**src/hdl/rbi_pkg.sv**
```systemverilog
// Shared constants, codes and types of the rectilinear bilinear interpolator.
package rbi_pkg;

   localparam int DEF_MAX_X_POINTS = 256;
   localparam int DEF_MAX_Y_POINTS = 256;
   localparam int DEF_VALUE_WIDTH  = 32;

   localparam int COORD_W    = 32;   // Q16.16 coordinates and samples
   localparam int DIFF_W     = 33;   // exact coordinate differences
   localparam int MUL_W      = 34;   // shared multiplier operand width
   localparam int PROD_W     = 2 * MUL_W;
   localparam int AREA_W     = 2 * DIFF_W;
   localparam int ACC_W      = 100;  // sum of four sample*dx*dy terms
   localparam int DEN_W      = 64;   // magnitude of the cell area
   localparam int COUNT_W    = 9;
   localparam int REQ_DATA_W = 112;
   localparam int CSR_ADDR_W = 3;
   localparam int CSR_DATA_W = 32;

   typedef enum logic [1:0] {
      OP_LOAD_X    = 2'd0,
      OP_LOAD_Y    = 2'd1,
      OP_LOAD_GRID = 2'd2,
      OP_QUERY     = 2'd3
   } op_type;

   localparam logic REG_X_COUNT = 1'b0;
   localparam logic REG_Y_COUNT = 1'b1;

   typedef struct packed {
      logic busy;
      logic done;
   } div_stat_type;

endpackage

```
**src/hdl/rbi_mul.sv**
```systemverilog
// Shared signed multiplier with a registered product.
module rbi_mul (
   input  logic                               clock,
   input  logic signed [rbi_pkg::MUL_W-1:0]   a,
   input  logic signed [rbi_pkg::MUL_W-1:0]   b,
   output logic signed [rbi_pkg::PROD_W-1:0]  p
);
   import rbi_pkg::*;

   logic signed [PROD_W-1:0] p_ff;
   logic signed [PROD_W-1:0] p_in;

   assign p_in = a * b;

   always_ff @(posedge clock) begin
      p_ff <= p_in;
   end

   assign p = p_ff;

endmodule

```
**config.mk**
```make
export PLATFORM = sky130hd
export DESIGN_NAME = rbi_mul
export DESIGN_NICKNAME = d
export VERILOG_FILES = /design/src/hdl/rbi_pkg.sv /design/src/hdl/rbi_mul.sv
export SDC_FILE = /design/constraint.sdc
export NUM_CORES = 2
export LEC_CHECK = 0
export BUFFER_PORTS_ARGS = -buffer_cell sky130_fd_sc_hd__buf_2
export CAP_MARGIN = 20
export CORE_UTILIZATION = 60
export DETAILED_ROUTE_END_ITERATION = 6
export GPL_TIMING_DRIVEN = 0
export HOLD_SLACK_MARGIN = 0.03
export PLACE_DENSITY = 0.82
export SETUP_SLACK_MARGIN = 0.02
export SYNTH_ARGS = -nofsm -noshare
export SYNTH_HDL_FRONTEND = slang
export SYNTH_SLANG_ARGS = --single-unit
export TNS_END_PERCENT = 50
```
**constraint.sdc**
```tcl
create_clock -name clock -period 13 [get_ports clock]
set_clock_uncertainty 0.15 [all_clocks]
set_input_delay 1.95 -clock clock [delete_from_list [all_inputs] [get_ports clock]]
set_output_delay 1.95 -clock clock [all_outputs]
set_load 0.1 [all_outputs]
```
==> results.py <==
metrics = {
    "run_status": {
        "status": "finished with violations",
        "violations": "design-rule violations",
    },
    "hold_path": {
        "worstHoldStart": "a[0]",
        "worst_hold_path_type": "in -> reg",
    },
    "grt": {
        "grt_usage_pct": 44.90,
        "grt_max_degree": 18,
        "grt_pass1_wl_um": 232100,
        "grt_overflow": 0,
        "grt_antenna_before_repair": 35,
        "grt_pass1_vias": 36060,
    },
    "die": {
        "die_x_um": 270.2,
        "fp.coreArea_um2": 70640,
        "initial_utilization_pct": 61.11,
        "dieArea_um2": 73020,
        "dieHeight_um": 270.2,
        "io_pins": 137,
        "rows": 97,
    },
    "timing": {
        "fmax_mhz": 83.71,
        "period_share_pct": 91.89,
        "report.final.setup_viol": 0,
        "rsz0062_at_grt": "no",
        "slew_headroom_pct": 12.90,
        "maxSlewViolCount": 0,
        "setup_tns_ns": 0,
        "worstMarginPinSlew_ns": 1.306,
        "hold_viol_final": 0,
        "min_period_ns": 11.95,
    },
    "critical_path": {
        "cp.arrival_ns": 12.12,
        "crit_path_end_kind": "register",
        "startpoint": "a[33]",
        "critical_path_class": "in -> reg",
        "critPathTopFamily": "adder cells",
        "cp_max_fo": 17,
        "worstPathRequired_ns": 13.18,
        "path_cells": "buf_2, clkbuf_1, and2_1, fa_1, fa_1, fa_1, fa_1, fa_1, fa_1, fa_1, inv_1, fa_1, inv_1, ha_1, clkbuf_1, and3_1, and3_1, nand3_1, a2111oi_2, o41a_1, o21ba_2, nor2_2, o31ai_2, xnor2_1",
        "path_common_cell": "fa_1",
        "cp_slowest_cell": "fa_1",
        "crit_buf_inv": 5,
        "start_kind": "input port",
        "cpPeakStageDelay_ns": 1.34,
    },
    "placement": {
        "hpwlAfterDp_um": 131000,
        "place_congestion": 1.119,
        "numPortBuffers": 130,
    },
    "clock_network": {
        "cts_sinks": 68,
        "post_cts_buffers": 0,
        "cts-htree-levels": 3,
        "cts-root-buf": "clkbuf_16",
        "cts_buffers": 9,
        "clk_pin_slew_ns": 0.07,
        "clockBufferDepth": 2,
        "postCtsResizedCells": 0,
        "holdBufCountCts": 0,
        "cts_tree": "yes",
    },
    "cells_and_area": {
        "largest_reg_flops": 68,
        "nFillCells": 5769,
        "synthToLayoutAreaGrowth_pct": 5.507,
        "drive_gt1_share_pct": 4.202,
        "fin_nets": 6245,
    },
    "run": {
        "cap_violations": 0,
    },
    "synth": {
        "ys_types": 73,
        "netlist.area_leader.share_pct": 57.56,
        "ys_ff_latch": 68,
        "synth.net_count": 6092,
        "async_flop_share_pct": 0,
        "synth_top_area_cell": "fa_1",
        "ys_seq_area_share_pct": 3.154,
        "yosysWarnings": 0,
        "syn_avg_cell_area_um2": 9.429,
        "synth_edf_count": 0,
        "syn-cell-area_um2": 43170,
        "synth_area_leaders": "fa_1, inv_1, and2_1, ha_1, nand2_1",
        "synth_top_flop_cell": "dfxtp_1",
        "synth_cells": 4578,
    },
    "drt": {
        "drt-initial-drc-count": 3805,
        "wire_per_inst_um": 27.62,
        "vias_per_cell": 5.881,
        "vias": 33510,
        "drt-total-wl_um": 157400,
        "drc": 18,
        "drtPass1Iterations": 7,
        "ant_nets": 0,
    },
}
==> final timing paths <==
check | slack [ns] | cells after the start | end
hold / removal | 1.90 | 2 | p[0]
setup / recovery | 1.05 | 24 | p[67]
==> Yosys cell counts, types with 9 or more instances <==
library cell     n
a21o_1          37
a21oi_1         54
and2_1         625
and3_1           9
clkbuf_1       216
dfxtp_1         68
fa_1          1241
ha_1           204
inv_1         1235
nand2_1        550
nand2b_1        14
nand4_1         14
nor2_1          53
nor3_1          10
o21ai_0         27
o21bai_1        13
xnor2_1         57
xor2_1          20
==> cell usage in the layout, fill, tap and decap left out, types with 20 or more instances in the layout <==
cell type / count
xor2_1: 20
nor2_1: 53
inv_1: 1235
buf_2: 138
ha_1: 204
diode_2: 21
xnor2_1: 57
nand2_1: 550
clkbuf_1: 216
and2_1: 625
a21o_1: 37
fa_1: 1241
dfxtp_1: 68
a21oi_1: 54
o21ai_0: 27
==> stage by stage <==
| stage | hold slack (ns) | std cells | util, % | cell area [um^2] | worst slack [ns] |
|---|---|---|---|---|---|
| final | 1.899 | 5697 | 64.48 | 45540 | 1.054 |
| after global routing | 1.888 | 5681 | 64.42 | 45500 | 0.7621 |
| after CTS | 1.871 | 5669 | 64.23 | 45370 | 1.204 |
| after detailed placement | 2.277 | 5653 | 63.81 | 45070 | 0.8388 |
| after global placement | 2.272 | 5648 | 63.70 | 44990 | 0.7990 |
| after floorplan | 1.927 | 4578 | - | 43170 | 3.518 |
==> kinds of logic (layout without fill, tap and decap cells) <==
family	count (synthesis)	after routing	synth area share [%]
flops	68	68	3.154
buf+inv	1467	1625	12.87
compound gates	211	211	3.409
fa+ha+maj	1445	1445	63.47
xor+xnor	77	77	1.562
other cells	0	21	0
simple gates	1310	1310	15.54
==> routing by layer <==
layer	global-route usage [%]	up-vias	wire length (um)
met5	0	-	82
met2	66.35	2434	67980
met4	33.78	14	15350
li1	-	13240	-
met1	54.12	17010	51830
met3	16.04	805	22110
==> final cells by class <==
type	instances	area, um^2	area share, %
antenna	21	52.55	0.1154
buffer	231	914.6	2.008
clock buffer	10	239.0	0.5247
clock inverter	6	63.81	0.1401
inverter	1236	4639	10.19
multi-input combinational	3043	36250	79.60
sequential	68	1361	2.989
tap	940	1176	2.582
timing repair buffer	142	845.8	1.857
Power is left out: the tool's default activity adds up to more than one toggle a clock period on the data nets, which glitch-free logic cannot reach.
