<file path="src/hdl/rbi_pkg.sv">
// Shared constants, codes and types of the rectilinear bilinear interpolator.
package rbi_pkg;

   localparam int DEF_MAX_X_POINTS = 256;
   localparam int DEF_MAX_Y_POINTS = 256;
   localparam int DEF_VALUE_WIDTH  = 32;

   localparam int COORD_W    = 32;   // Q16.16 coordinates and samples
   localparam int DIFF_W     = 33;   // exact coordinate differences
   localparam int MUL_W      = 34;   // shared multiplier operand width
   localparam int PROD_W     = 2 * MUL_W;
   localparam int AREA_W     = 2 * DIFF_W;
   localparam int ACC_W      = 100;  // sum of four sample*dx*dy terms
   localparam int DEN_W      = 64;   // magnitude of the cell area
   localparam int COUNT_W    = 9;
   localparam int REQ_DATA_W = 112;
   localparam int CSR_ADDR_W = 3;
   localparam int CSR_DATA_W = 32;

   typedef enum logic [1:0] {
      OP_LOAD_X    = 2'd0,
      OP_LOAD_Y    = 2'd1,
      OP_LOAD_GRID = 2'd2,
      OP_QUERY     = 2'd3
   } op_type;

   localparam logic REG_X_COUNT = 1'b0;
   localparam logic REG_Y_COUNT = 1'b1;

   typedef struct packed {
      logic busy;
      logic done;
   } div_stat_type;

endpackage

</file>
<file path="src/hdl/rbi_div.sv">
// Restoring divider, one quotient bit per cycle.
module rbi_div #(
   parameter int NUM_W = 100,
   parameter int DEN_W = 64
) (
   input  logic                       clock,
   input  logic                       reset,
   input  logic                       start,
   input  logic [NUM_W-1:0]           num,
   input  logic [DEN_W-1:0]           den,
   output logic [NUM_W-1:0]           quot,
   output rbi_pkg::div_stat_type      stat
);
   import rbi_pkg::*;

   localparam int CW = $clog2(NUM_W + 1);

   logic [DEN_W-1:0] rem_ff, rem_in;
   logic [DEN_W-1:0] den_ff, den_in;
   logic [NUM_W-1:0] nq_ff, nq_in;
   logic [CW-1:0]    cnt_ff, cnt_in;
   logic             busy_ff, busy_in;
   logic             done_ff, done_in;
   logic [DEN_W:0]   rem_sh;
   logic [DEN_W:0]   rem_sub;
   logic             ge;

   assign rem_sh  = {rem_ff, nq_ff[NUM_W-1]};
   assign ge      = rem_sh >= {1'b0, den_ff};
   assign rem_sub = rem_sh - {1'b0, den_ff};

   always_comb begin
      rem_in  = rem_ff;
      den_in  = den_ff;
      nq_in   = nq_ff;
      cnt_in  = cnt_ff;
      busy_in = busy_ff;
      done_in = 1'b0;
      if (start) begin
         rem_in  = '0;
         den_in  = den;
         nq_in   = num;
         cnt_in  = CW'(NUM_W);
         busy_in = 1'b1;
      end else if (busy_ff) begin
         // shift in the next dividend bit, subtract when it fits
         rem_in = ge ? rem_sub[DEN_W-1:0] : rem_sh[DEN_W-1:0];
         nq_in  = {nq_ff[NUM_W-2:0], ge};
         cnt_in = cnt_ff - CW'(1);
         if (cnt_ff == CW'(1)) begin
            busy_in = 1'b0;
            done_in = 1'b1;
         end
      end
   end

   always_ff @(posedge clock) begin
      rem_ff <= rem_in;
      den_ff <= den_in;
      nq_ff  <= nq_in;
      cnt_ff <= cnt_in;
      if (reset) begin
         busy_ff <= 1'b0;
         done_ff <= 1'b0;
      end else begin
         busy_ff <= busy_in;
         done_ff <= done_in;
      end
   end

   assign quot      = nq_ff;
   assign stat.busy = busy_ff;
   assign stat.done = done_ff;

endmodule

</file>
<file path="config.mk">
export PLATFORM = sky130hd
export DESIGN_NAME = rbi_div
export DESIGN_NICKNAME = d
export VERILOG_FILES = /design/src/hdl/rbi_pkg.sv /design/src/hdl/rbi_div.sv
export SDC_FILE = /design/constraint.sdc
export NUM_CORES = 1
export LEC_CHECK = 0
export BUFFER_PORTS_ARGS = -buffer_cell sky130_fd_sc_hd__buf_2
export CAP_MARGIN = 0
export CORE_MARGIN = 4
export CORE_UTILIZATION = 45
export DETAILED_ROUTE_END_ITERATION = 10
export HOLD_SLACK_MARGIN = 0.06
export PLACE_DENSITY = 0.8
export SYNTH_ARGS = -nofsm -noshare
export SYNTH_HDL_FRONTEND = slang
export SYNTH_SLANG_ARGS = --single-unit
</file>
<file path="constraint.sdc">
create_clock -name clock -period 3.6 [get_ports clock]
set_clock_uncertainty 0.2 [all_clocks]
set_input_delay 0.54 -clock clock [delete_from_list [all_inputs] [get_ports clock]]
set_output_delay 0.54 -clock clock [all_outputs]
set_load 0.05 [all_outputs]
</file>
==> results by group, run 1 <==
Yosys
  – Post-synth EDFFs: 164
  – Synth unique cells: 71
  – Post-synth ARST share: 0
  – Seq/Total Area, Yosys: 0.456
  – Yosys reg bits: 237
  – Synth Warn #: 0
  – Synthesized area: 0.0140 mm²
  – Top FF cell, synth: edfxtp_1
  – Syn Inst Count: 1398
  – Syn avg cell area: 10.0 µm²
  – Post-Syn Nets: 1632

Global routing
  – Global route total overflow: 0
  – First-pass GRT wire length: 70700 µm
  – GRT busiest layer: met2
  – Largest net degree at the start of global routing: 101
  – Met2 usage: 0.456
  – Total global-route track usage: 0.258
  – Met3 Usage GRT: 0.0525
  – Met1 Track Usage GR: 0.314
  – Initial antenna violation count: 7
  – Number of global-route vias before repair: 13200

STA
  – Final min period: 3560 ps
  – Final Hold Vio Count: 0
  – RSZ-0062 raised after global routing: true
  – Final Slew Violations: 0
  – Final worst path period share: 0.989
  – # setup viols final: 0
  – Achievable Freq: 0.281 GHz
  – Slew margin rel.: 0.497
  – Worst slew pin tran: 754 ps
  – Setup TNS: 0 ps

Die
  – Die Span X: 184 µm
  – Chip Height: 184 µm
  – Core Area: 0.0307 mm²
  – Die area: 0.0340 mm²
  – I/O pin cnt: 269
  – Starting density of the core: 0.456
  – Row cnt: 64

Finish
  – Post-layout util: 0.627
  – Final std cells w/o fill: 2278
  – Final #Nets: 2098
  – # fillers: 2413
  – N_diodes: 0
  – Share of cells above drive strength 1: 0.347
  – Synth-to-Final Area Change: 37.5%

Route
  – Pre-Repair DR Iteration Count: 5
  – Routed vias/inst: 5.89
  – Final antenna-violating net count: 0
  – Final wirelength: 47100 µm
  – Drc violations: 0
  – Wirelength per Cell: 20.7 µm
  – Detailed Route Iter0 Violations: 1161
  – Vias: 13400

Placement
  – I/O Buffers: 268
  – Detailed placement HPWL: 33600 µm
  – RD Place Congestion: 1.00
  – DP Cell Count: 2114

Worst setup path
  – Startpoint types: flop
  – CP arrival: 3680 ps
  – Crit path required time: 3720 ps
  – Critical Path Sink Type: flop
  – Max FO, Critical Path: 6
  – Critical path type: reg2reg

Clocking
  – H-tree Lvls: 1
  – Clock latency on the worst-skew pair: 570 ps
  – CTS Buffer Depth: 3
  – CTS tree: done
  – Clock transition at the registers of the reported paths: 60 ps
  – Sinks on Clock Net: 237
  – CTS buffer count: 27
  – Root Buffer: clkbuf_16

Hold path
  – Min-delay worst type: in2reg

Flow run
  – # Max-Cap Violations: 0

Run status
  – Status: complete, no violations

Power
  – Maximum vdd drop: 0.388 mV
  – PD cells: 453 mW/mm²
  – Pleak: 7.97 nW
  – Tot Pwr: 8.72 mW
-- worst paths after layout --
kind	startpoint	end	slack [ps]	depth (start not counted)
worst max-delay path	den_ff[24]	quot[0]	40	15
worst min-delay path	num[66]	quot[66]	80	2
worst min register to register	rem_ff[18]	rem_ff[18]	300	2
worst max register to register	den_ff[24]	quot[0]	40	15
-- critical path, stage by stage (launching register included) --
cell and delay, ps:
edfxtp_1 370, inv_1 80, ha_2 300, buf_4 170, a21oi_4 170, o21ai_2 90
a21oi_2 190, o221ai_4 170, o2111ai_4 250, a2111oi_4 100, buf_4 160, o211ai_4 360
buf_6 170, nand2_1 80, buf_6 170, mux2_2 260
-- through the flow --
| step | setup slack (ps) | cell area [µm²] | hold slack [ps] |
|---|---|---|---|
| finish | 41.2 | 19200 | 76.3 |
| global route | -43.5 | 19200 | 71.9 |
| global placement | 40.4 | 16700 | 281 |
| detailed placement | -92.8 | 16700 | 296 |
| floorplan | -72.0 | 14000 | 269 |
| CTS | -3.23 | 18600 | 60.1 |
-- cells in the final DEF, fill, tap and decap left out, types with 29 or more instances in the layout --
cell	Yosys	routed
buf_2	7	267
edfxtp_1	164	164
buf_4	5	134
nor2_1	119	117
mux2_2	101	101
dlygate4sd3_1	0	101
inv_1	94	89
o21ai_0	91	82
nand3_1	76	75
dfxtp_1	73	72
a21oi_1	82	70
nand2_1	65	62
ha_1	66	46
a311oi_1	51	44
xnor2_1	29	29
clkbuf_16	0	29
-- report_power, final --
part	switching, mW	internal [mW]
Sequential	0.171	3.20
Combinational	1.60	1.05
Clock	1.14	1.56
Total	2.91	5.81
-- synth_stat cells (5+ instances only) --
library cell,instances,area [µm²]
nor2_1,119,447
a211oi_1,9,67.6
o21bai_1,17,128
inv_1,94,353
clkbuf_1,69,259
xor2_1,17,149
buf_4,5,37.5
mux2_2,101,1140
ha_1,66,826
o311ai_0,5,43.8
o22ai_1,7,43.8
a211o_1,5,43.8
nor4_1,7,43.8
and2_1,7,43.8
o21ai_0,91,455
mux2i_1,7,70.1
edfxtp_1,164,4920
or4_1,5,37.5
nand2_1,65,244
o41ai_1,5,43.8
a311oi_1,51,447
dfxtp_1,73,1460
a41oi_1,6,52.6
nand3_1,76,380
nand2b_1,5,31.3
a21oi_1,82,410
a31oi_1,14,87.6
nor2b_1,14,87.6
o31ai_1,7,52.6
xnor2_1,29,254
nand4_1,14,87.6
o211ai_1,17,128
nor3_1,21,105
or3_1,7,43.8
o21a_1,11,82.6
and4_1,5,43.8
a21o_1,15,113
and3_1,21,131
buf_2,7,35.0
-- registers in the layout (all words and copies together) (netlist names) --
signal   cells
busy_ff      1
cnt_ff       7
den_ff      64
done_ff      1
quot       100
rem_ff      64
-- what timing repair did --
item	CTS	global route
pin swaps	1	37
setup endpoints to repair	27	65
buffers inserted	1	13
hold endpoints to repair	102	0
cloned	0	2
hold buffers	101	0
resized for setup	4	104
-- area by class of cell --
class / instances / area (µm²) / share of cell area
repair buffers: 523 / 3710 / 0.193
clock buffers: 35 / 726 / 0.0377
inverters: 94 / 353 / 0.0183
clock inverters: 12 / 124 / 0.00644
well taps: 396 / 495 / 0.0258
flip-flops and latches: 237 / 6390 / 0.332
multi-input cells: 981 / 7440 / 0.387
-- layer usage --
layer / share of wire / up-vias
li1: - / 6200
met1: 0.38 / 6445
met2: 0.50 / 623
met3: 0.078 / 132
met4: 0.041 / 8
met5: 0.00068 / -
-- cells by family (layout without fill, tap and decap cells) --
kind of cell             Yosys count  count (layout)  synth area share
AO/OA/AOI/OAI                    385             385             0.189
buffers and inverters            180             664            0.0508
flip-flops                       237             237             0.456
AND/OR/NAND/NOR                  375             375             0.129
XOR/XNOR                          46              46            0.0288
multiplexers                     108             108            0.0863
adder cells (fa/ha/maj)           67              67            0.0604
(Power assumes the default switching activity.)
==> run 2: changes to the inputs <==
--- a/config.mk
+++ b/config.mk
@@ -7,8 +7,10 @@
 export LEC_CHECK = 0
 export BUFFER_PORTS_ARGS = -buffer_cell sky130_fd_sc_hd__buf_2
 export CAP_MARGIN = 0
+export CORE_ASPECT_RATIO = 0.6
 export CORE_MARGIN = 4
 export CORE_UTILIZATION = 45
+export CTS_BUF_LIST = sky130_fd_sc_hd__clkbuf_16
 export DETAILED_ROUTE_END_ITERATION = 10
 export HOLD_SLACK_MARGIN = 0.06
 export PLACE_DENSITY = 0.8
==> run 2 against run 1 <==
Effect of this change: die area grew 0.27%; cell area shrank 1.6%; non-clock buffer count shrank 19; via count shrank 0.25%; routed wire length shrank 3.8%; combinational power is essentially flat; clock power is essentially flat.
==> results by group, run 2 (synthesis results as in run 1) <==
STA
  – Final worst path period share: 0.992 (+0.00360)
  – Final Slew Violations: 0 (unchanged)
  – Final min period: 3570 ps (+12.9 ps)
  – Final WS setup: 28.2 ps (-12.9 ps)
  – RSZ-0062 raised after global routing: true
  – Slew margin rel.: 0.464 (-0.0329)
  – # setup viols final: 0 (unchanged)
  – Worst slew pin tran: 800 ps (+45.8 ps)
  – Achievable Freq: 0.280 GHz (-0.36%)
  – Final Hold Vio Count: 0 (unchanged)

Finish
  – FF/Latch Area: 0.00639 mm² (about the same)
  – Max reg flops: 100 (unchanged)
  – Synth-to-Final Area Change: 35.2%
  – N_diodes: 0 (unchanged)
  – Final #Nets: 2076 (-1.0%)
  – Commonest non-fill, non-tap cell in the layout: buf_2
  – Share of cells above drive strength 1: 0.360 (+0.0132)
  – Post-layout util: 0.625 (-0.00248)
  – Fin area: 0.0189 mm² (-1.6%)
  – Commonest non-fill, non-tap cells in the layout: buf_2 (267), edfxtp_1 (164), buf_4 (156)
  – # fillers: 2442 (+1.2%)
  – Multi-input combinational cell area: 0.00743 mm² (-0.22%)

Route
  – Routed vias/inst: 5.90 (+0.19%)
  – Final antenna-violating net count: 0 (unchanged)
  – Pre-Repair DR Iteration Count: 6 (+1)
  – Vias: 13400 (-0.25%)
  – Drc violations: 0 (unchanged)
  – Detailed Route Iter0 Violations: 1616 (+39%)
  – Wirelength per Cell: 20.0 µm (-3.4%)
  – Final wirelength: 45300 µm (-3.8%)

Global routing
  – Total global-route track usage: 0.253 (-0.00549)
  – Global route total overflow: 0 (unchanged)
  – Initial antenna violation count: 0 (-7)
  – Met2 usage: 0.376 (-0.0800)
  – First-pass GRT wire length: 70000 µm (-1.1%)
  – Largest net degree at the start of global routing: 88 (-13%)
  – Met3 Usage GRT: 0.0581 (+0.00563)
  – GRT busiest layer: met1
  – Met1 Track Usage GR: 0.377 (+0.0627)
  – Number of global-route vias before repair: 12800 (-2.9%)

Worst setup path
  – Crit path required time: 3860 ps (+140 ps)
  – Critical path type: reg2reg
  – Critical Path Sink Type: flop
  – Startpoint types: flop
  – Max FO, Critical Path: 10 (+4)
  – CP arrival: 3830 ps (+150 ps)

Die
  – Die area: 0.0341 mm² (+0.27%)
  – Chip Height: 145 µm (-22%)
  – I/O pin cnt: 269 (unchanged)
  – Row cnt: 49 (-23%)
  – Core Area: 0.0303 mm² (-1.2%)
  – Die Span X: 236 µm (+28%)
  – Starting density of the core: 0.462 (+0.00577)

Hold path
  – Min-delay worst type: in2reg

Power
  – P_sw: 2.95 mW (+1.3%)
  – Clock Power Share: 0.310 (about the same)
  – Seq pwr share: 0.386 (about the same)
  – Maximum vdd drop: 0.455 mV (+17%)
  – PD cells: 460 mW/mm² (+1.5%)
  – Sw Ratio: 0.339 (+0.00484)
  – Pleak: 7.84 nW (-1.6%)
  – Pint: 5.76 mW (-0.85%)
  – Gate power share: 0.303 (about the same)

Placement
  – I/O Buffers: 268 (unchanged)
  – Placed Area: 0.0167 mm² (+0.50%)
  – Pre-CTS setup slack: -259 ps (-166 ps)
  – Detailed placement HPWL: 33700 µm (+0.17%)
  – RD Place Congestion: 1.04 (+4.2%)

Clocking
  – CTS buffer count: 24 (-11%)
  – CTS tree: done
  – Clock latency on the worst-skew pair: 550 ps (-20 ps)
  – Root Buffer: clkbuf_16
  – Clock transition at the registers of the reported paths: 70 ps (about the same)
  – H-tree Lvls: 1 (unchanged)
  – Sinks on Clock Net: 237 (unchanged)
  – CTS Buffer Depth: 3 (unchanged)

Run status
  – Status: complete, no violations

Flow run
  – # Max-Cap Violations: 0 (unchanged)
-- run 2: cell count changes in the layout (fill, tap and decap cells not counted), moves of 6 or more --
cell / before / now
a21oi_1: 70 / 77
buf_4: 134 / 156
a21oi_4: 7 / 1
ha_2: 8 / 2
clkbuf_1: 6 / 0
dlygate4sd3_1: 101 / 65
-- run 2: metrics by stage --
| step | hold slack, ps | power [mW] | instances | setup TNS [ps] |
|---|---|---|---|---|
| floorplan | 269 | 4.96 | 1398 | -78.8 |
| global placement | 286 | 5.76 | 2145 | -1410 |
| detailed placement | 296 | 5.81 | 2145 | -8140 |
| CTS | 69.1 | 8.60 | 2254 | 0 |
| global route | 75.9 | 9.10 | 2268 | -1500 |
| finish | 96.2 | 8.71 | 2268 | 0 |
-- run 2: final timing paths --
check        startpoint         end  slack [ps]  cells past startpoint
min reg2reg  rem_ff[18]  rem_ff[18]         300                      2
min              num[2]     quot[2]         100                      2
max          den_ff[23]  rem_ff[30]          30                     11
max reg2reg  den_ff[23]  rem_ff[30]          30                     11
-- run 2: power groups by stage --
stage / sequential, mW / combinational [mW] / clock, mW
final: 3.37 / 2.64 / 2.70
after floorplan: 3.79 / 1.17 / 0
after global placement: 3.40 / 2.36 / 0
after detailed placement: 3.41 / 2.40 / 0
after global routing: 3.39 / 2.82 / 2.88
after CTS: 3.35 / 2.49 / 2.75
-- run 2: cell type report --
| cell class | instances | share of cell area |
|---|---|---|
| clock inverter | 20 | 0.0124 |
| sequential | 237 | 0.338 |
| inverter | 94 | 0.0186 |
| clock buffer | 24 | 0.0317 |
| tap | 408 | 0.0270 |
| timing repair buffer | 504 | 0.180 |
| multi-input combinational | 981 | 0.392 |
-- run 2: worst max-delay path: stages (launching register included) --
cell	delay, ps
edfxtp_1	320
inv_1	70
ha_4	320
nand4_1	230
or3_4	450
o221ai_4	230
o2111ai_4	180
a2111oi_4	520
o211ai_4	210
buf_8	210
a211o_1	290
a311oi_1	260
-- run 2: what timing repair did --
item / CTS / global route
pin swaps: 5 / 35
hold endpoints to repair: 66 / 0
buffers inserted: 0 / 13
cloned: 0 / 1
gates resized for setup: 24 / 85
endpoints found under the setup margin: 65 / 64
hold buffers: 65 / 0
-- run 2: routing by layer --
metal / wire length [µm] / part of all wire / vias to the layer above
li1: - / - / 6166
met1: 20500 / 0.45 / 6445
met2: 19400 / 0.43 / 688
met3: 4530 / 0.10 / 76
met4: 830 / 0.018 / 0
met5: 0 / 0 / -
